File: config.mk
export PLATFORM = sky130hd
export DESIGN_NAME = prs_div_step
export DESIGN_NICKNAME = d
export VERILOG_FILES = /design/src/rtl/prs_pkg.sv /design/src/rtl/prs_div_step.sv
export SDC_FILE = /design/constraint.sdc
export NUM_CORES = 1
export LEC_CHECK = 0
export ABC_AREA = 1
export BUFFER_PORTS_ARGS = -buffer_cell sky130_fd_sc_hd__buf_4
export CORE_AREA = 2 2 429 431
export DETAILED_ROUTE_END_ITERATION = 10
export DIE_AREA = 0 0 431 433
export PLACE_DENSITY = 0.41
export SLEW_MARGIN = 20
export SYNTH_ARGS = -nofsm -noshare
export SYNTH_HDL_FRONTEND = slang
export SYNTH_SLANG_ARGS = --single-unit
File: constraint.sdc
create_clock -name vclk -period 3
set_input_delay 0.45 -clock vclk [all_inputs]
set_output_delay 0.45 -clock vclk [all_outputs]
set_load 0.02 [all_outputs]
File: src/rtl/prs_pkg.sv
// shared types, widths and register codes for the pairwise repulsion force pipeline
// no dependencies; imported by prs_sqrt_step, prs_div_step and pairwise_repulsion_force
`default_nettype none

package prs_pkg;

   // field and datapath widths
   localparam int COORD_W   = 32;
   localparam int MAG_W     = 32;
   localparam int SQ_W      = 64;
   localparam int PROD_W    = 64;
   localparam int Q_W       = 66;
   localparam int A_W       = 67;
   localparam int A_LO_W    = 32;
   localparam int A_HI_W    = A_W - A_LO_W;
   localparam int ROOT_W    = 33;
   localparam int REM_W     = 36;
   localparam int B_W       = 34;
   localparam int PLO_W     = A_LO_W + B_W;
   localparam int PHI_W     = A_HI_W + B_W;
   localparam int DENOM_W   = A_W + B_W;
   localparam int RMD_W     = PROD_W + 32;
   localparam int QUO_W     = 32;
   localparam int DVS_W     = DENOM_W + QUO_W - 1;
   localparam int AXES      = 3;
   localparam int SQRT_STEPS = 33;
   localparam int DIV_STEPS  = QUO_W;

   // configuration port
   localparam int CSR_INDEX_W = 4;
   localparam int CSR_DATA_W  = 32;
   localparam logic [CSR_DATA_W-1:0] SOFTENING_RESET = 32'd66;
   localparam logic [CSR_DATA_W-1:0] STRENGTH_RESET  = 32'd65536;

   typedef enum logic [CSR_INDEX_W-1:0] {
      CSR_SOFTENING = 4'd0,
      CSR_STRENGTH  = 4'd1
   } csr_index_type;

   // channel payloads
   typedef struct packed {
      logic signed [COORD_W-1:0] first_x;
      logic signed [COORD_W-1:0] first_y;
      logic signed [COORD_W-1:0] first_z;
      logic signed [COORD_W-1:0] second_x;
      logic signed [COORD_W-1:0] second_y;
      logic signed [COORD_W-1:0] second_z;
   } req_type;

   typedef struct packed {
      logic signed [COORD_W-1:0] force_x;
      logic signed [COORD_W-1:0] force_y;
      logic signed [COORD_W-1:0] force_z;
      logic                      clipped;
      logic                      degenerate;
   } rsp_type;

   // pipeline stage contents
   typedef struct packed {
      logic [AXES-1:0][MAG_W-1:0] mag;
      logic [AXES-1:0]            sneg;
   } diff_stage_type;

   typedef struct packed {
      logic [AXES-1:0][SQ_W-1:0]   sq;
      logic [AXES-1:0][PROD_W-1:0] prod;
      logic [AXES-1:0]             sneg;
   } mul_stage_type;

   typedef struct packed {
      logic [Q_W-1:0]              q;
      logic [A_W-1:0]              a;
      logic [REM_W-1:0]            rem;
      logic [ROOT_W-1:0]           root;
      logic [AXES-1:0][PROD_W-1:0] prod;
      logic [AXES-1:0]             sneg;
   } sq_stage_type;

   typedef struct packed {
      logic [PLO_W-1:0]            plo;
      logic [PHI_W-1:0]            phi;
      logic [AXES-1:0][PROD_W-1:0] prod;
      logic [AXES-1:0]             sneg;
      logic                        degen;
   } den1_stage_type;

   typedef struct packed {
      logic [DENOM_W-1:0]          denom;
      logic [AXES-1:0][PROD_W-1:0] prod;
      logic [AXES-1:0]             sneg;
      logic                        degen;
   } den2_stage_type;

   typedef struct packed {
      logic [DENOM_W-1:0]         denom;
      logic [AXES-1:0][RMD_W-1:0] rmd;
      logic [AXES-1:0][QUO_W-1:0] quo;
      logic [AXES-1:0]            ovf;
      logic [AXES-1:0]            sneg;
      logic                       degen;
   } dv_stage_type;

endpackage

`default_nettype wire

File: src/rtl/prs_div_step.sv
// one quotient bit of the pipelined restoring divider, for all three axes
// depends on prs_pkg for the stage struct; divisor comes in already shifted
`default_nettype none

module prs_div_step (
   input  prs_pkg::dv_stage_type          stage_i,
   input  logic [prs_pkg::DVS_W-1:0]      divisor_i,
   output prs_pkg::dv_stage_type          stage_o
);
   import prs_pkg::*;

   // compare and subtract per axis, shift the bit into the quotient
   always_comb begin
      stage_o = stage_i;
      for (int c = 0; c < AXES; c++) begin
         if (DVS_W'(stage_i.rmd[c]) >= divisor_i) begin
            stage_o.rmd[c] = stage_i.rmd[c] - divisor_i[RMD_W-1:0];
            stage_o.quo[c] = {stage_i.quo[c][QUO_W-2:0], 1'b1};
         end else begin
            stage_o.quo[c] = {stage_i.quo[c][QUO_W-2:0], 1'b0};
         end
      end
   end

endmodule

`default_nettype wire

# Yosys cells after proc, flatten, opt, wreduce, memory -nomap -nowiden
# Cells that the tools add are included.
# classes
muxes,6
n_addsub,3
order_cmp,3
# op_table
cell,count
96-bit by 132-bit >= comparator with 1-bit output,3
96-bit two-way mux,3
96-bit subtractor,3
1-bit two-way mux,3
# totals
register_bits,0
input_bits,624
word_cells,12

# Logic depth before layout (Yosys ltp)
# Gate-level depths: netlist of the first run.
# logic_depth
ltp_word,2
depth_mapped,20
depth_no_buf,19

# Worst setup path after synthesis of the first run
# Ideal clock, no wire load.
# synth_timing
path_type,input port to output port
from,input port stage_i[199] (netlist name)
to,output port stage_o[239] (netlist name)
arrival_time_ns,2.496
path_slack_ns,0.054
n_path_buf,1
stages,18
path_cell_list,inv_1 -> ha_1 -> fa_1 -> inv_1 -> nand2_1 -> nand2_1 -> and2_1 -> nand3_1 -> nand3_2 -> nand2_2 -> nand2_2 -> nand2_2 -> nand2_2 -> nand2_4 -> nand2_8 -> buf_2 -> nand2_1 -> nand2_1
# synth_rtl
item,line,rtl
start: declaration,prs_div_step.sv:6,"input prs_pkg::dv_stage_type stage_i,"
end: declaration,prs_div_step.sv:8,output prs_pkg::dv_stage_type stage_o

==> impl_metrics.toml, run 1 <==
[timing]
final.setup.worst_slack_ps = -497
relSlewSlack = 0.504
period_needed_ps = 3500
slew_viol_final = 0
setup_viol = 291
min_period_over_period = 1.17
worst_slew_pin_slew_ps = 738
hold_ws_ps = 900
fmax_mhz = 286
rsz0062_at_grt = "true"
setup_tns_ps = -116100
final_hold_viol_count = 0

[place]
io_buffer_count = 711
gp_congestion = 1.04
pre_cts_ws_ps = -953
dp_hpwl_um = 256000

[synthesis]
netlist-cell-type-count = 37
postSynthCellCount = 7992
synth_top_cell_area_share = 0.375
synth_area_mm2 = 0.0364
ys_seq_area_frac = 0
syn-num-nets = 8907
yosysWarnings = 0
synth_area_leaders = "nand2_1, inv_1, ha_1"
synth_common_cells = "nand2_1, inv_1, nor2_1"
yosysMostFrequentCell = "nand2_1"
synth_top_area_cell = "nand2_1"
avgSynthCellArea_um2 = 4.55

[final_layout]
post_route_cells_drive_above_1_share = 0.386
flops_and_latches = 0
clock_buffer_count = 0
syn2layout_area_growth_pct = 81.8
final_core_util = 0.363
nNetsFinal = 11092
fill_cells = 20587
seqCellArea_um2 = 0

[run_status]
violations = "negative setup slack"
status = "finished with violations"

[critical_path]
start_kind = "primary input"
arrival_ps = 3050
cp.required_ps = 2550
worstPathCellList = "buf_6 > clkinvlp_4 > buf_12 > ha_4 > nand2_4 > nor2_4 > nand2_2 > nor2_4 > inv_2 > nor2_1 > nand4_1 > nand2_2 > nor2_4 > buf_12 > nand2_8 > buf_12 > buf_12 > nand2_1 > nand2_1 > inv_1 > buf_4"
critPathMaxStageDelay_ps = 300
critical_path.endpoint_type = "output pin"
path_common_cell = "buf_12"
cpMaxStageDelayCell = "ha_4"
critPathTopFamily = "buffers and inverters"
crit_buf_inv = 9
critical_path.max_fanout = 6
path_class = "in -> out"
path_depth = 21

[power_and_ir_drop]
powerDensity_mw_per_mm2 = 198
leakage_nw = 39.0
ir_worst_vdd_mv = 0.0716
power.total_mw = 13.1

[drt]
wl_per_cell_um = 23.0
drtIter0Drc = 3978
antenna_left = 0
route.detailed.drc = 0
dr.pass1.iters = 6
via_count = 54974
via_per_inst = 4.37
drt_wl_total_um = 289000

[min_path]
hold_class = "in -> out"
holdPathStages = 0

[global_routing]
grt_max_degree = 39
grt_pass1_wl_um = 384000
grt_util_all_layers = 0.292
grt_antenna_before_repair = 20
grt_remaining_overflow = 0
grt_pass1_vias = 52678

[die]
die_w_um = 431
die_h_um = 433
initial_utilization = 0.200
core_area_mm2 = 0.182
top_level_ports = 1116
dieArea_mm2 = 0.187
rows = 157

[clocking]
postCtsHoldBufs = 0

[job]
maxCapViolCount = 0
==> cell families (layout without fill, tap and decap cells) <==
kind of cell / after synthesis / in the layout / synth area share
buffers and inverters: 2269 / 4450 / 0.262
adders and majority gates: 291 / 291 / 0.101
AOI/OAI and AO/OA: 244 / 244 / 0.0343
and+or+nand+nor: 5005 / 5007 / 0.559
other: 0 / 9 / 0
xor gates and xnor gates: 183 / 183 / 0.0441
==> cells in the final DEF, fill, tap and decap left out, drive strengths merged <==
master / synthesis / final
a21boi: 2 / 2
a21oi: 217 / 217
a31oi: 2 / 2
and2: 12 / 12
buf: 283 / 2449
clkbuf: 8 / 23
clkinv: 6 / 5
clkinvlp: 0 / 11
diode: 0 / 9
fa: 3 / 3
ha: 288 / 288
inv: 1972 / 1962
nand2: 3681 / 3683
nand3: 427 / 427
nand3b: 113 / 113
nand4: 53 / 53
nor2: 656 / 656
nor3: 56 / 56
nor3b: 1 / 1
nor4: 2 / 2
o21ai: 16 / 16
o21bai: 7 / 7
or2: 4 / 4
xnor2: 48 / 48
xor2: 135 / 135
==> what timing repair did <==
item	CTS	global route
gates cloned	17	25
setup endpoints to repair	291	291
setup buffers	69	52
pin swaps	108	202
resized for setup	795	1057
==> through the flow <==
| step | instance area, µm² | std cells |
|---|---|---|
| 6_report | 66100 | 12569 |
| 5_1_grt | 66100 | 12567 |
| 4_1_cts | 61200 | 12496 |
| 3_5_place_dp | 56500 | 12414 |
| 3_3_place_gp | 56500 | 12414 |
| 2_1_floorplan | 36400 | 7992 |
==> worst paths after layout <==
path	from	end	slack [ps]
setup / recovery	divisor_i[63]	stage_o[375]	-500
hold / removal	stage_i[0]	stage_o[0]	900
==> routing by layer <==
layer | track usage | part of all wire
met1 | 0.349 | 0.41
met2 | 0.502 | 0.47
met3 | 0.0262 | 0.047
met4 | 0.185 | 0.076
met5 | 0.00598 | 0.00053
==> report_power, final <==
part,switching (mW),internal [mW],total (mW)
clock network,0,0.000000317,0.000000317
logic,7.59,5.52,13.1
registers,0,0,0
==> cell type report <==
type	count	area, µm²	share of cell area
Tap cell	2385	2980	0.0451
Antenna cell	9	22.5	0.000340
Inverter	1978	7510	0.114
Timing Repair Buffer	2472	22100	0.334
Multi-Input combinational cell	5725	33500	0.507
(Power assumes the default switching activity.)
==> inputs of run 2 (changes only) <==
- ABC_AREA: 1 -> unset
- CORE_AREA: 2 2 429 431 -> 2 2 430 432
- DIE_AREA: 0 0 431 433 -> 0 0 432 434
- PLACE_DENSITY: 0.41 -> 0.34
==> impl_metrics.toml, run 2 <==
[critical_path]
path_class = "in -> out"
arrival_ps = 4040
critical_path.endpoint_type = "output pin"
critPathMaxStageDelay_ps = 280
critPathTopFamily = "buffers and inverters"
critical_path.max_fanout = 3
path_depth = 27
endpoint = "stage_o[108]"
path_common_cell = "buf_4"
start_kind = "primary input"
crit_buf_inv = 20
crit_path_start = "divisor_i[2]"
cpMaxStageDelayCell = "xnor2_4"
cp.required_ps = 2550

[drt]
drtIter0Drc = 1817
via_per_inst = 4.39
wl_per_cell_um = 24.1
via_count = 38389
antenna_left = 0
drt_wl_total_um = 211000
route.detailed.drc = 0
dr.pass1.iters = 5

[final_layout]
nNetsFinal = 7261
seqCellArea_um2 = 0
flops_and_latches = 0
fill_cells = 19711
post_route_cells_drive_above_1_share = 0.612
layoutNonFillerInstCount = 8742
layout_commonest_cell = "buf_4"
syn2layout_area_growth_pct = 142
layout_common_cells = "buf_4, buf_6, a21oi_1"
clock_buffer_count = 0

[run_status]
status = "finished with violations"
violations = "negative setup slack"

[die]
die_h_um = 434
top_level_ports = 1116
rows = 157
initial_utilization = 0.133
core_area_mm2 = 0.182
dieArea_mm2 = 0.187
die_w_um = 432

[synthesis]
synth_area_mm2 = 0.0242
postSynthCellCount = 3953
synth_common_cells = "nand2_1, a21oi_1, o21ai_0"
synth_top_cell_area_share = 0.149
avgSynthCellArea_um2 = 6.12
synth_area_leaders = "ha_1, nand2_1, a21oi_1"
yosysMostFrequentCell = "nand2_1"
syn-num-nets = 4868
netlist-cell-type-count = 85
synth_top_area_cell = "ha_1"
ys_seq_area_frac = 0
yosysWarnings = 0

[job]
maxCapViolCount = 0

[power_and_ir_drop]
leakage_nw = 26.6
ir_worst_vdd_mv = 0.0662
power.total_mw = 12.3
powerDensity_mw_per_mm2 = 210

[global_routing]
grt_util_all_layers = 0.214
grt_pass1_vias = 40389
grt_remaining_overflow = 0
grt_antenna_before_repair = 16
grt_pass1_wl_um = 289000
grt_max_degree = 16

[place]
pre_cts_ws_ps = -2270
dp_hpwl_um = 185000
io_buffer_count = 711
place_inst = 8493
gp_congestion = 0.920

[timing]
slew_viol_final = 0
rsz0062_at_grt = "true"
fmax_mhz = 223
hold_ws_ps = 900
setup_viol = 291
final.setup.worst_slack_ps = -1490
setup_tns_ps = -379510
period_needed_ps = 4490
relSlewSlack = 0.439
final_hold_viol_count = 0
worst_slew_pin_slew_ps = 836
min_period_over_period = 1.50

[min_path]
hold_class = "in -> out"
[run 2: changes by cell type in the layout (fill, tap and decap cells not counted), sizes merged, moves of 98 or more]
cell	change
nor2	-402
o21ai	+473
nand3	-369
nand2	-3093
a21oi	+224
nand4	+98
a21o	+165
xnor2	+108
nand3b	-111
inv	-1796
buf	+366
[run 2: worst min-delay path by stage]
stage,startpoint,end,slack (ps),cells after the start
after CTS,stage_i[0],stage_o[0],900,0
after global placement,stage_i[0],stage_o[0],900,0
final,stage_i[36],stage_o[37],900,0
after floorplan,stage_i[143],stage_o[143],1010,2
after detailed placement,stage_i[0],stage_o[0],900,0
after global routing,stage_i[21],stage_o[22],900,0
[run 2: layout make-up]
| class | count | area [µm²] | area share |
|---|---|---|---|
| antenna | 13 | 32.5 | 0.000557 |
| inverter | 189 | 866 | 0.0148 |
| multi-input combinational | 3338 | 29500 | 0.505 |
| tap | 2385 | 2980 | 0.0510 |
| timing repair buffer | 2817 | 25100 | 0.429 |
[run 2: power breakdown]
| group | internal (mW) | switching (mW) | total [mW] |
|---|---|---|---|
| Combinational | 5.88 | 6.40 | 12.3 |
| Sequential | 0 | 0 | 0 |
| Clock | 0.000000537 | 0 | 0.000000537 |
[run 2: logic make-up (layout without fill, tap and decap cells)]
family,count (synthesis),count (layout),synth area share
other cells,0,13,0
compound gates,1458,1458,0.367
simple gates,1319,1319,0.250
xor+xnor,262,262,0.0949
buf+inv,615,3006,0.133
fa+ha+maj,291,291,0.151
mux,8,8,0.00367
[run 2: layer usage]
metal	global-route usage	share of wire	routed length, µm
met4	0.0601	0.035	7490
met2	0.418	0.54	113000
met1	0.248	0.40	84600
met3	0.0101	0.027	5710
met5	0	0.000062	13
[run 2: what timing repair did]
item                        CTS  global route
setup endpoints to repair   291           291
hold buffers                  0             0
buffers inserted            189            69
gates resized for setup    1018           328
cloned                       43             2
pin swaps                   284           225
[run 2: stage by stage]
stage               area (µm²)   util
floorplan                30000      -
global placement         49800  0.273
detailed placement       49800  0.273
CTS                      57100  0.313
global route             58400  0.320
finish                   58500  0.320
