$ cat config.mk
export PLATFORM = sky130hd
export DESIGN_NAME = prs_sqrt_step
export DESIGN_NICKNAME = d
export VERILOG_FILES = /design/src/rtl/prs_pkg.sv /design/src/rtl/prs_sqrt_step.sv
export SDC_FILE = /design/constraint.sdc
export NUM_CORES = 1
export LEC_CHECK = 0
export ABC_AREA = 1
export ABC_CLOCK_PERIOD_IN_PS = 3150
export BUFFER_PORTS_ARGS = -buffer_cell sky130_fd_sc_hd__buf_2
export CORE_AREA = 3 3 313 315
export DETAILED_ROUTE_END_ITERATION = 10
export DIE_AREA = 0 0 316 318
export GPL_TIMING_DRIVEN = 0
export MAX_ROUTING_LAYER = met4
export SLEW_MARGIN = 25
export SYNTH_ARGS = -nofsm -noshare
export SYNTH_HDL_FRONTEND = slang
export SYNTH_SLANG_ARGS = --single-unit
$ cat constraint.sdc
create_clock -name vclk -period 3.15
set_input_delay 0.63 -clock vclk [all_inputs]
set_output_delay 0.63 -clock vclk [all_outputs]
set_load 0.01 [all_outputs]
$ cat src/rtl/prs_pkg.sv
// shared types, widths and register codes for the pairwise repulsion force pipeline
// no dependencies; imported by prs_sqrt_step, prs_div_step and pairwise_repulsion_force
`default_nettype none

package prs_pkg;

   // field and datapath widths
   localparam int COORD_W   = 32;
   localparam int MAG_W     = 32;
   localparam int SQ_W      = 64;
   localparam int PROD_W    = 64;
   localparam int Q_W       = 66;
   localparam int A_W       = 67;
   localparam int A_LO_W    = 32;
   localparam int A_HI_W    = A_W - A_LO_W;
   localparam int ROOT_W    = 33;
   localparam int REM_W     = 36;
   localparam int B_W       = 34;
   localparam int PLO_W     = A_LO_W + B_W;
   localparam int PHI_W     = A_HI_W + B_W;
   localparam int DENOM_W   = A_W + B_W;
   localparam int RMD_W     = PROD_W + 32;
   localparam int QUO_W     = 32;
   localparam int DVS_W     = DENOM_W + QUO_W - 1;
   localparam int AXES      = 3;
   localparam int SQRT_STEPS = 33;
   localparam int DIV_STEPS  = QUO_W;

   // configuration port
   localparam int CSR_INDEX_W = 4;
   localparam int CSR_DATA_W  = 32;
   localparam logic [CSR_DATA_W-1:0] SOFTENING_RESET = 32'd66;
   localparam logic [CSR_DATA_W-1:0] STRENGTH_RESET  = 32'd65536;

   typedef enum logic [CSR_INDEX_W-1:0] {
      CSR_SOFTENING = 4'd0,
      CSR_STRENGTH  = 4'd1
   } csr_index_type;

   // channel payloads
   typedef struct packed {
      logic signed [COORD_W-1:0] first_x;
      logic signed [COORD_W-1:0] first_y;
      logic signed [COORD_W-1:0] first_z;
      logic signed [COORD_W-1:0] second_x;
      logic signed [COORD_W-1:0] second_y;
      logic signed [COORD_W-1:0] second_z;
   } req_type;

   typedef struct packed {
      logic signed [COORD_W-1:0] force_x;
      logic signed [COORD_W-1:0] force_y;
      logic signed [COORD_W-1:0] force_z;
      logic                      clipped;
      logic                      degenerate;
   } rsp_type;

   // pipeline stage contents
   typedef struct packed {
      logic [AXES-1:0][MAG_W-1:0] mag;
      logic [AXES-1:0]            sneg;
   } diff_stage_type;

   typedef struct packed {
      logic [AXES-1:0][SQ_W-1:0]   sq;
      logic [AXES-1:0][PROD_W-1:0] prod;
      logic [AXES-1:0]             sneg;
   } mul_stage_type;

   typedef struct packed {
      logic [Q_W-1:0]              q;
      logic [A_W-1:0]              a;
      logic [REM_W-1:0]            rem;
      logic [ROOT_W-1:0]           root;
      logic [AXES-1:0][PROD_W-1:0] prod;
      logic [AXES-1:0]             sneg;
   } sq_stage_type;

   typedef struct packed {
      logic [PLO_W-1:0]            plo;
      logic [PHI_W-1:0]            phi;
      logic [AXES-1:0][PROD_W-1:0] prod;
      logic [AXES-1:0]             sneg;
      logic                        degen;
   } den1_stage_type;

   typedef struct packed {
      logic [DENOM_W-1:0]          denom;
      logic [AXES-1:0][PROD_W-1:0] prod;
      logic [AXES-1:0]             sneg;
      logic                        degen;
   } den2_stage_type;

   typedef struct packed {
      logic [DENOM_W-1:0]         denom;
      logic [AXES-1:0][RMD_W-1:0] rmd;
      logic [AXES-1:0][QUO_W-1:0] quo;
      logic [AXES-1:0]            ovf;
      logic [AXES-1:0]            sneg;
      logic                       degen;
   } dv_stage_type;

endpackage

`default_nettype wire

$ cat src/rtl/prs_sqrt_step.sv
// one digit of the pipelined integer square root (restoring, two bits of radicand)
// depends on prs_pkg for the stage struct
`default_nettype none

module prs_sqrt_step (
   input  prs_pkg::sq_stage_type stage_i,
   input  logic [1:0]            pair_i,
   output prs_pkg::sq_stage_type stage_o
);
   import prs_pkg::*;

   logic [REM_W-1:0] cur;
   logic [REM_W-1:0] trial;

   // bring down the next radicand pair and try the next root bit
   assign cur   = {stage_i.rem[REM_W-3:0], pair_i};
   assign trial = {1'b0, stage_i.root, 2'b01};

   always_comb begin
      stage_o = stage_i;
      if (cur >= trial) begin
         stage_o.rem  = cur - trial;
         stage_o.root = {stage_i.root[ROOT_W-2:0], 1'b1};
      end else begin
         stage_o.rem  = cur;
         stage_o.root = {stage_i.root[ROOT_W-2:0], 1'b0};
      end
   end

endmodule

`default_nettype wire

-- Word-level counts from Yosys, hierarchy flattened
Cells that the tools add are included.
- add/sub/neg operators: 1
- multiply operators: 0
- div/mod/pow operators: 0
- $lt $le $gt $ge: 1
- eq/ne operators: 0
- shift operators: 0
- multiplexer cells: 1
- bitwise gates (word level): 0
- reduce and logical (&&, ||, !) cells: 0
- operators with widths (kind ; number):
    69-bit two-way mux ; 1
    36-bit by 35-bit greater-or-equal comparator with 1-bit output ; 1
    36-bit by 35-bit subtractor with 36-bit output ; 1
- register bits: 0
- bits in latches: 0
- memory bits (writable): 0
- bits in read-only memories: 0
- input bits: 399
- word-level logic and storage cells: 3
- memories kept: 0

-- Longest topological paths before layout
Gate-level depths: netlist (run 1).
- depth in word-level cells: 2
- mapped depth: 16
- gate-level depth less buffers: 15

-- Worst setup path before layout (run 1)
Ideal clock, no wire load.
- kind: input to output
- start point: input port stage_i[204] in the netlist's numbering
- end point: output port stage_o[254] in the netlist's numbering
- data arrival time: 2111 ps
- data required time: 2520 ps
- slack: 409 ps
- stages: 14
- path through: inv_1 ha_1 nand2_2 inv_1 a21oi_1 nand2_1 nand2_1 nand3_2 nand3_2 nand2_2 inv_2 buf_2 nand2_1 nand2_1
- RTL lines (item ; line ; RTL):
    start, declared ; prs_sqrt_step.sv:6 ; input prs_pkg::sq_stage_type stage_i,
    end, declared ; prs_sqrt_step.sv:8 ; output prs_pkg::sq_stage_type stage_o

==> run_results.csv, run 1 <==
group,metric,value,unit
sta,period_minus_slack,3.13,ns
logic_synthesis,synth_cells,1045,
sta,tightest_slew,0.442,ns
finish,fin_cells,2842,
run,maxCapViolCount,0,
placement,place.gp.congestion,0.898,
grt,grt_usage,9.19,%
critical_path,crit_type,"in2out",
placement,hpwlAfterDp,45700,um
placement,placed_cells,2776,
critical_path,cp_num_buf_inv,6,
critical_path,max_stage_delay,0.30,ns
logic_synthesis,synth_top_area_share,45.0,%
sta,hold_viol_final,0,
critical_path,arrival,2.50,ns
outcome,status,"finished clean",
critical_path,startpoint_type,"primary input",
logic_synthesis,synth_most_common_cell,"buf_4",
grt,grt_start_max_net_pins,11,
logic_synthesis,synthTopCellsByArea,"buf_4 45%, nand2_1 19%, inv_1 8.1%",
route,vias,7865,
power,powerDensity,190,nW/um^2
min_path,hp-start,"stage_i[157]",
finish,nFillCells,11043,
sta,setup_viol,0,
route,drt-total-wl,49200,um
logic_synthesis,postSynthAreaPerCell,5.74,um^2
placement,place_ws,-0.654,ns
floorplanning,die_area,100000,um^2
finish,synthToLayoutAreaGrowth,93.3,%
floorplanning,initial_core_util,6.31,%
grt,antenna_found_initial,43,
logic_synthesis,ys_types,25,
finish,drive_above_1_share,66.9,%
logic_synthesis,yosysWarnings,0,
critical_path,critPathTopFamily,"buffers and inverters",
logic_synthesis,seq_area_frac_synth,0,%
floorplanning,ioPinCount,796,
placement,port_buffers,466,
route,drt_iter0_drc,292,
finish,final_util,12.2,%
min_path,hold_path.class,"in2out",
route,first_pass_iters,5,
logic_synthesis,yosys-top-cells-count,"360 x buf_4, 308 x nand2_1, 130 x inv_1",
grt,overflow,0,
sta,fin_ws,0.0199,ns
finish,seq_cells,0,
sta,whs,1.44,ns
sta,finalSetupTns,0,ns
finish,clkbuf_count,0,
sta,slew_headroom,70.5,%
sta,rsz0062_at_grt,"yes",
logic_synthesis,synth_fp_nets,1479,
finish,ff_latch_area,0,um^2
grt,grt_pass1_wl,61800,um
grt,grt_pass1_vias,7454,
power,leakagePower,0.00623,uW
logic_synthesis,yosys.area.top_type,"buf_4",
power,ir_drop,0.0000393,V
floorplanning,die_h,318,um
route,ant_nets,0,
critical_path,cp-startpoint,"stage_i[225]",
route,drc_errors,0,
route,viasPerCell,2.77,
finish,nNetsFinal,1987,
sta,drv_slew,0,
floorplanning,core_area,95200,um^2
route,drt-wirelength-per-cell,17.3,um
floorplanning,chipWidth,316,um
logic_synthesis,syn_area,6000,um^2
floorplanning,num_rows,113,
critical_path,cp_cell_sequence,"buf_2 > inv_1 > ha_4 > nand2_2 > nor3_4 > nand4_1 > nor2_2 > nor2_4 > nand2_4 > buf_6 > clkinv_8 > buf_12 > a21oi_2 > buf_4",
critical_path,critPathMaxFanout,10,
sta,max_freq,319,MHz
critical_path,end_kind,"output port",
critical_path,required,2.52,ns
critical_path,cpMaxStageDelayCell,"ha_4",
sta,finalCritPeriodShare,99.4,%
==> placed cells by master, fill, tap and decap left out, types with 2 or more instances in the layout <==
| cell | instances |
|---|---|
| buf_4 | 407 |
| buf_2 | 404 |
| nand2_1 | 263 |
| inv_1 | 100 |
| nor2_1 | 55 |
| buf_6 | 46 |
| nand2_2 | 33 |
| ha_4 | 32 |
| inv_2 | 31 |
| diode_2 | 26 |
| nand3_1 | 24 |
| nand2_4 | 19 |
| xor2_1 | 18 |
| a21oi_1 | 17 |
| nand3_2 | 11 |
| nand3b_1 | 11 |
| nor2_2 | 8 |
| nor2_4 | 7 |
| buf_8 | 7 |
| buf_12 | 6 |
| nor3_1 | 6 |
| o21ai_0 | 6 |
| a21oi_2 | 5 |
| a21oi_4 | 5 |
| nand3_4 | 4 |
| nand4_1 | 4 |
| o21bai_1 | 3 |
| inv_4 | 2 |
| o21ai_2 | 2 |
| ha_1 | 2 |
| buf_16 | 2 |
==> layout make-up <==
type                       instances  area [um^2]  area share [%]
inverter                         135          529            4.56
antenna                           26         65.1           0.561
tap                             1265         1580            13.7
buffer                           367         2830            24.4
timing repair buffer             506         3050            26.3
multi-input combinational        543         3530            30.5
==> cells by family (layout without fill, tap and decap cells) <==
logic type,after synthesis,in the layout,share of synthesized area [%]
AO/OA/AOI/OAI,40,40,3.50
XOR/XNOR,19,19,2.77
adder cells (fa/ha/maj),35,35,7.30
buffers and inverters,502,1008,54.6
other,0,26,0
AND/OR/NAND/NOR,449,449,31.8
==> layer usage <==
metal,vias up,global-route usage (%),wire length [um]
li1,3852,-,-
met1,3479,10.2,19100
met2,498,15.3,22800
met3,36,4.85,6630
met4,0,0.526,655
met5,-,-,0
==> power breakdown <==
| part | switching (uW) | internal [uW] | leakage [uW] |
|---|---|---|---|
| logic | 1150 | 1060 | 0.00623 |
| clock network | 0 | 0.00111 | 0.000000165 |
| registers | 0 | 0 | 0 |
| total | 1150 | 1060 | 0.00623 |
==> path summary, 6_finish.rpt <==
| path | to | slack (ns) | cells after the start |
|---|---|---|---|
| hold / removal | stage_o[157] | 1.44 | 2 |
| setup / recovery | stage_o[263] | 0.02 | 14 |
==> timing repair <==
| action | CTS | global route |
|---|---|---|
| endpoints found under the setup margin | 37 | 37 |
| gates cloned | 2 | 0 |
| gates resized for setup | 221 | 110 |
| hold buffers | 0 | 0 |
| pin swaps | 41 | 28 |
| buffers inserted | 27 | 11 |
==> stage by stage <==
step	instance area (um^2)	power, uW
2_1_floorplan	6000	1030
3_3_place_gp	9910	1830
3_5_place_dp	9910	1830
4_1_cts	11100	2140
5_1_grt	11600	2420
6_report	11600	2200
Note: power is estimated with default switching activity, not from simulation.
==> run 2: changes to the inputs <==
--- a/config.mk
+++ b/config.mk
@@ -5,12 +5,11 @@
 export SDC_FILE = /design/constraint.sdc
 export NUM_CORES = 1
 export LEC_CHECK = 0
-export ABC_AREA = 1
 export ABC_CLOCK_PERIOD_IN_PS = 3150
 export BUFFER_PORTS_ARGS = -buffer_cell sky130_fd_sc_hd__buf_2
-export CORE_AREA = 3 3 313 315
+export CORE_AREA = 3 3 312 314
 export DETAILED_ROUTE_END_ITERATION = 10
-export DIE_AREA = 0 0 316 318
+export DIE_AREA = 0 0 315 317
 export GPL_TIMING_DRIVEN = 0
 export MAX_ROUTING_LAYER = met4
 export SLEW_MARGIN = 25
==> run 2 against run 1 <==
Compared with the run above:
- the flow now finishes with violations (setup timing)
- combinational power down 8%
- hold slack about the same
- power down 8.1%
- global-route usage down 1.1 points
- routed wire length down 11%
- synthesized cell count down 33%
- non-clock buffer count down 16
- via count down 20%
- area after synthesis down 12%
- count of clock-buffer cells in the layout unchanged
- largest power group unchanged
==> run_results.csv, run 2 <==
group,metric,value,unit
logic_synthesis,syn_area,5270,um^2
finish,nFillCells,10900,
logic_synthesis,synth_top_area_share,51.3,%
finish,ff_latch_area,0,um^2
power,leakagePower,0.00518,uW
logic_synthesis,yosys.area.top_type,"buf_4",
sta,drv_slew,0,
logic_synthesis,synthAdderAreaFrac,8.31,%
grt,grt_start_max_net_pins,11,
grt,grt_pass1_wl,52700,um
grt,overflow,0,
critical_path,arrival,3.43,ns
finish,clkbuf_count,0,
route,vias,6308,
power,powerDensity,197,nW/um^2
logic_synthesis,yosysWarnings,0,
power,ir_drop,0.000102,V
finish,final_cell_mix,"433 x buf_2, 380 x buf_4, 40 x inv_1",
floorplanning,die_area,99900,um^2
route,viasPerCell,2.53,
route,ant_nets,0,
finish,final_common_cell,"buf_2",
floorplanning,num_rows,113,
sta,period_minus_slack,4.06,ns
finish,multi_input_area,2780,um^2
floorplanning,ioPinCount,796,
logic_synthesis,synth_compound_area_share,13.6,%
finish,seq_cells,0,
finish,nNetsFinal,1627,
sta,finalCritPeriodShare,129,%
clock_tree,cts-hold-fix-buffers,0,
critical_path,startpoint_type,"primary input",
logic_synthesis,synth_xor_area_share,5.15,%
logic_synthesis,synth_cells,701,
route,drt_iter0_drc,241,
logic_synthesis,postSynthAreaPerCell,7.52,um^2
finish,synthToLayoutAreaGrowth,95.1,%
floorplanning,core_area,94900,um^2
logic_synthesis,synthTopCellsByArea,"buf_4 51%, ha_1 8.3%, mux2_4 7.4%",
sta,tightest_slew,0.684,ns
placement,place_area,9280,um^2
logic_synthesis,synth_most_common_cell,"buf_4",
route,drt-wirelength-per-cell,17.6,um
logic_synthesis,ys_types,54,
logic_synthesis,seq_area_frac_synth,0,%
logic_synthesis,synth-simple-area-share,8.55,%
outcome,status,"complete, but fails checks",
placement,place.gp.congestion,0.856,
finish,stdcell_area,10300,um^2
route,first_pass_iters,4,
critical_path,critPathMaxFanout,6,
finish,final_util,10.8,%
logic_synthesis,synth_top_family_by_area,"buffers and inverters",
run,maxCapViolCount,0,
critical_path,crit_type,"in2out",
sta,rsz0062_at_grt,"yes",
route,drt-total-wl,44000,um
floorplanning,chipWidth,315,um
floorplanning,die_h,317,um
grt,grt_usage,8.13,%
logic_synthesis,synth_fp_nets,1135,
route,drc_errors,0,
floorplanning,initial_core_util,5.55,%
placement,port_buffers,466,
placement,hpwlAfterDp,40300,um
finish,drive_above_1_share,80.4,%
logic_synthesis,muxShareOfSynthArea,8.67,%
critical_path,required,2.52,ns
sta,max_freq,246,MHz
sta,slew_headroom,54.1,%
grt,grt_pass1_vias,5988,
power,totalPowerFinal,2020,uW
sta,hold_viol_final,0,
outcome,violations,"setup timing",
sta,setup_viol,37,
sta,fin_ws,-0.912,ns
critical_path,end_kind,"output port",
logic_synthesis,yosys-top-cells-count,"360 x buf_4, 47 x inv_1, 35 x ha_1",
min_path,hold_path.class,"in2out",
grt,antenna_found_initial,48,
run 2: area by class of cell:
class	count	area share [%]
plain buffers	364	27.1
diodes	42	1.02
multi-input cells	286	27.1
well taps	1265	15.4
repair buffers	493	27.4
inverters	48	1.94
run 2: stage by stage:
step / cells / worst slack [ns] / hold slack, ns / setup TNS [ns]
floorplan: 701 / -0.350 / 1.35 / -11.40
global placement: 2432 / -2.97 / 1.45 / -105.02
detailed placement: 2433 / -1.83 / 1.44 / -63.20
CTS: 2460 / -1.04 / 1.44 / -34.72
global route: 2497 / -1.02 / 1.45 / -35.81
finish: 2498 / -0.912 / 1.44 / -31.71
run 2: path summary, 6_finish.rpt:
check | startpoint | endpoint | slack [ns] | cells past startpoint
hold / removal | stage_i[374] | stage_o[374] | 1.44 | 2
setup / recovery | stage_i[229] | stage_o[232] | -0.91 | 15
run 2: report_power, final:
group	internal, uW	switching [uW]	total [uW]
Clock	0.00181	0	0.00181
Sequential	0	0	0
Combinational	1070	950	2020
Total	1070	950	2020
run 2: logic make-up after synthesis:
group | after synthesis
multiplexers | 32
AND/OR/NAND/NOR | 88
AO/OA/AOI/OAI | 100
buffers and inverters | 415
XOR/XNOR | 31
adder cells (fa/ha/maj) | 35
run 2: repair_timing:
item                       in CTS  in global routing
gates resized for setup       109                 38
buffers inserted               27                  5
hold endpoints to repair        0                  0
pin swaps                      13                 26
cloned                          2                  0
setup endpoints to repair      37                 37
run 2: layer usage:
| layer | wire [um] | part of all wire (%) | track usage, % |
|---|---|---|---|
| met1 | 16000 | 36 | 8.50 |
| met2 | 21500 | 49 | 13.9 |
| met3 | 6010 | 14 | 4.49 |
| met4 | 362 | 0.82 | 0.753 |
| met5 | 0 | 0 | - |
run 2: critical path, cell delays in order:
cell	delay, ns
buf_4	0.12
ha_4	0.26
o21a_1	0.19
o311ai_4	0.14
a32oi_4	0.33
a31oi_4	0.14
buf_12	0.16
o211ai_4	0.22
a41o_4	0.26
a21oi_4	0.06
buf_12	0.15
inv_16	0.09
buf_4	0.16
mux2_2	0.35
buf_2	0.14
==> run 3: changes to the inputs <==
--- a/config.mk
+++ b/config.mk
@@ -12,6 +12,7 @@
 export DIE_AREA = 0 0 315 317
 export GPL_TIMING_DRIVEN = 0
 export MAX_ROUTING_LAYER = met4
+export SETUP_SLACK_MARGIN = 0.5
 export SLEW_MARGIN = 25
 export SYNTH_ARGS = -nofsm -noshare
 export SYNTH_HDL_FRONTEND = slang
==> run 3 against run 2 <==
Compared with the run above:
- design area is 2.0% higher
- first-iteration DRC count up 0.83%
- combinational power up 3%
- sequential cell count did not move
- routed wire length rose by 1.3%
- critical endpoint is now stage_o[240]
- critical path depth rose by 1
- the flow still finishes with violations (setup timing)
==> run_results.csv, run 3 (synthesis gave the netlist of run 2 again) <==
group,metric,value,unit
placement,place.gp.congestion,0.859,
sta,period_minus_slack,3.99,ns
route,drt-total-wl,44500,um
finish,stdcell_area,10500,um^2
route,drt-wirelength-per-cell,17.7,um
power,leakagePower,0.00529,uW
grt,grt_usage,8.21,%
placement,hpwlAfterDp,41200,um
critical_path,cp_cell_sequence,"buf_8 > inv_4 > ha_4 > nor2b_4 > o311ai_4 > a32oi_2 > a31oi_4 > buf_12 > o211ai_4 > a41o_4 > a21oi_4 > buf_12 > clkinv_16 > buf_12 > mux2_4 > buf_12",
floorplanning,ioPinCount,796,
route,first_pass_iters,4,
sta,setup_viol,37,
grt,grt_start_max_net_pins,9,
sta,hold_viol_final,0,
floorplanning,die_area,99900,um^2
finish,clkbuf_count,0,
sta,finalCritPeriodShare,127,%
min_path,hp-start,"stage_i[185]",
route,drt_iter0_drc,243,
sta,fin_ws,-0.841,ns
placement,port_buffers,466,
critical_path,end_kind,"output port",
critical_path,arrival,3.36,ns
finish,final_common_cell,"buf_2",
grt,overflow,0,
route,viasPerCell,2.51,
run,maxCapViolCount,0,
critical_path,cpMaxStageDelayCell,"a41o_4",
placement,place_ws,-1.75,ns
floorplanning,chipWidth,315,um
clock_tree,cts-hold-fix-buffers,0,
finish,nFillCells,10905,
grt,grt_pass1_wl,52900,um
outcome,violations,"setup timing",
critical_path,startpoint_type,"primary input",
critical_path,crit_type,"in2out",
sta,max_freq,251,MHz
route,drc_errors,0,
finish,nNetsFinal,1635,
min_path,hold_path.class,"in2out",
sta,whs,1.44,ns
floorplanning,num_rows,113,
critical_path,cp_common_cell,"buf_12",
min_path,hold-path-endpoint,"stage_o[185]",
critical_path,critPathMaxFanout,7,
power,ir_drop,0.000113,V
finish,seq_cells,0,
finish,ff_latch_area,0,um^2
finish,drive_above_1_share,79.9,%
grt,antenna_found_initial,62,
floorplanning,die_h,317,um
outcome,status,"complete, but fails checks",
floorplanning,core_area,94900,um^2
floorplanning,initial_core_util,5.55,%
min_path,hold_depth,2,
power,powerDensity,199,nW/um^2
finish,synthToLayoutAreaGrowth,99.1,%
sta,slew_headroom,72.1,%
route,ant_nets,0,
critical_path,max_stage_delay,0.31,ns
sta,drv_slew,0,
critical_path,required,2.52,ns
power,totalPowerFinal,2090,uW
placement,place_area,9280,um^2
route,vias,6324,
finish,final_cell_mix,"423 x buf_2, 384 x buf_4, 41 x inv_1",
sta,rsz0062_at_grt,"yes",
sta,tightest_slew,0.413,ns
grt,grt_pass1_vias,5990,
## run 3: worst max path at each step
stage | startpoint | to | slack, ns | cells past startpoint
2_1_floorplan | stage_i[228] | stage_o[235] | -0.35 | 11
3_3_place_gp | stage_i[206] | stage_o[240] | -2.81 | 13
3_5_place_dp | stage_i[206] | stage_o[240] | -1.75 | 14
4_1_cts | stage_i[195] | stage_o[240] | -0.92 | 16
5_1_grt | stage_i[195] | stage_o[240] | -0.96 | 16
6_report | stage_i[195] | stage_o[240] | -0.84 | 16
## run 3: report_power, final
| group | total [uW] | leakage (uW) | switching (uW) | internal, uW |
|---|---|---|---|---|
| Sequential | 0 | 0 | 0 | 0 |
| Clock | 0.00229 | 0.000000349 | 0 | 0.00229 |
| Combinational | 2090 | 0.00529 | 963 | 1130 |
## run 3: per-stage QoR
| stage | instances | utilization, % | setup TNS [ns] |
|---|---|---|---|
| after global placement | 2432 | 9.76 | -97.39 |
| after floorplan | 701 | - | -11.40 |
| after CTS | 2454 | 10.6 | -31.23 |
| after global routing | 2518 | 11.1 | -33.18 |
| final | 2519 | 11.1 | -29.28 |
| after detailed placement | 2433 | 9.78 | -58.55 |
## run 3: area by class of cell
class	count	area [um^2]	area share, %
antenna	55	138	1.31
buffer	367	2800	26.7
inverter	48	216	2.06
multi-input combinational	286	2760	26.3
tap	1265	1580	15.1
timing repair buffer	498	2990	28.5
## run 3: worst max-delay path: cells and delay by family
kind	cells	cell delay, ns
adders and majority gates	1	0.20
AOI/OAI and AO/OA	6	1.20
muxes	1	0.31
and+or+nand+nor	1	0.13
buffers and inverters	7	0.85
## run 3: repair_timing
| item | 4_1_cts | 5_1_grt |
|---|---|---|
| resized for setup | 132 | 38 |
| endpoints found under the setup margin | 37 | 37 |
| pin swaps | 18 | 17 |
| gates cloned | 3 | 0 |
| setup buffers | 18 | 10 |
## run 3: per-layer routing
layer | vias to the layer above | wire, um | global-route usage, %
li1 | 3046 | - | -
met1 | 2770 | 14100 | 7.29
met2 | 484 | 21600 | 14.1
met3 | 24 | 8080 | 6.33
met4 | 0 | 730 | 1.07
met5 | - | 0 | -
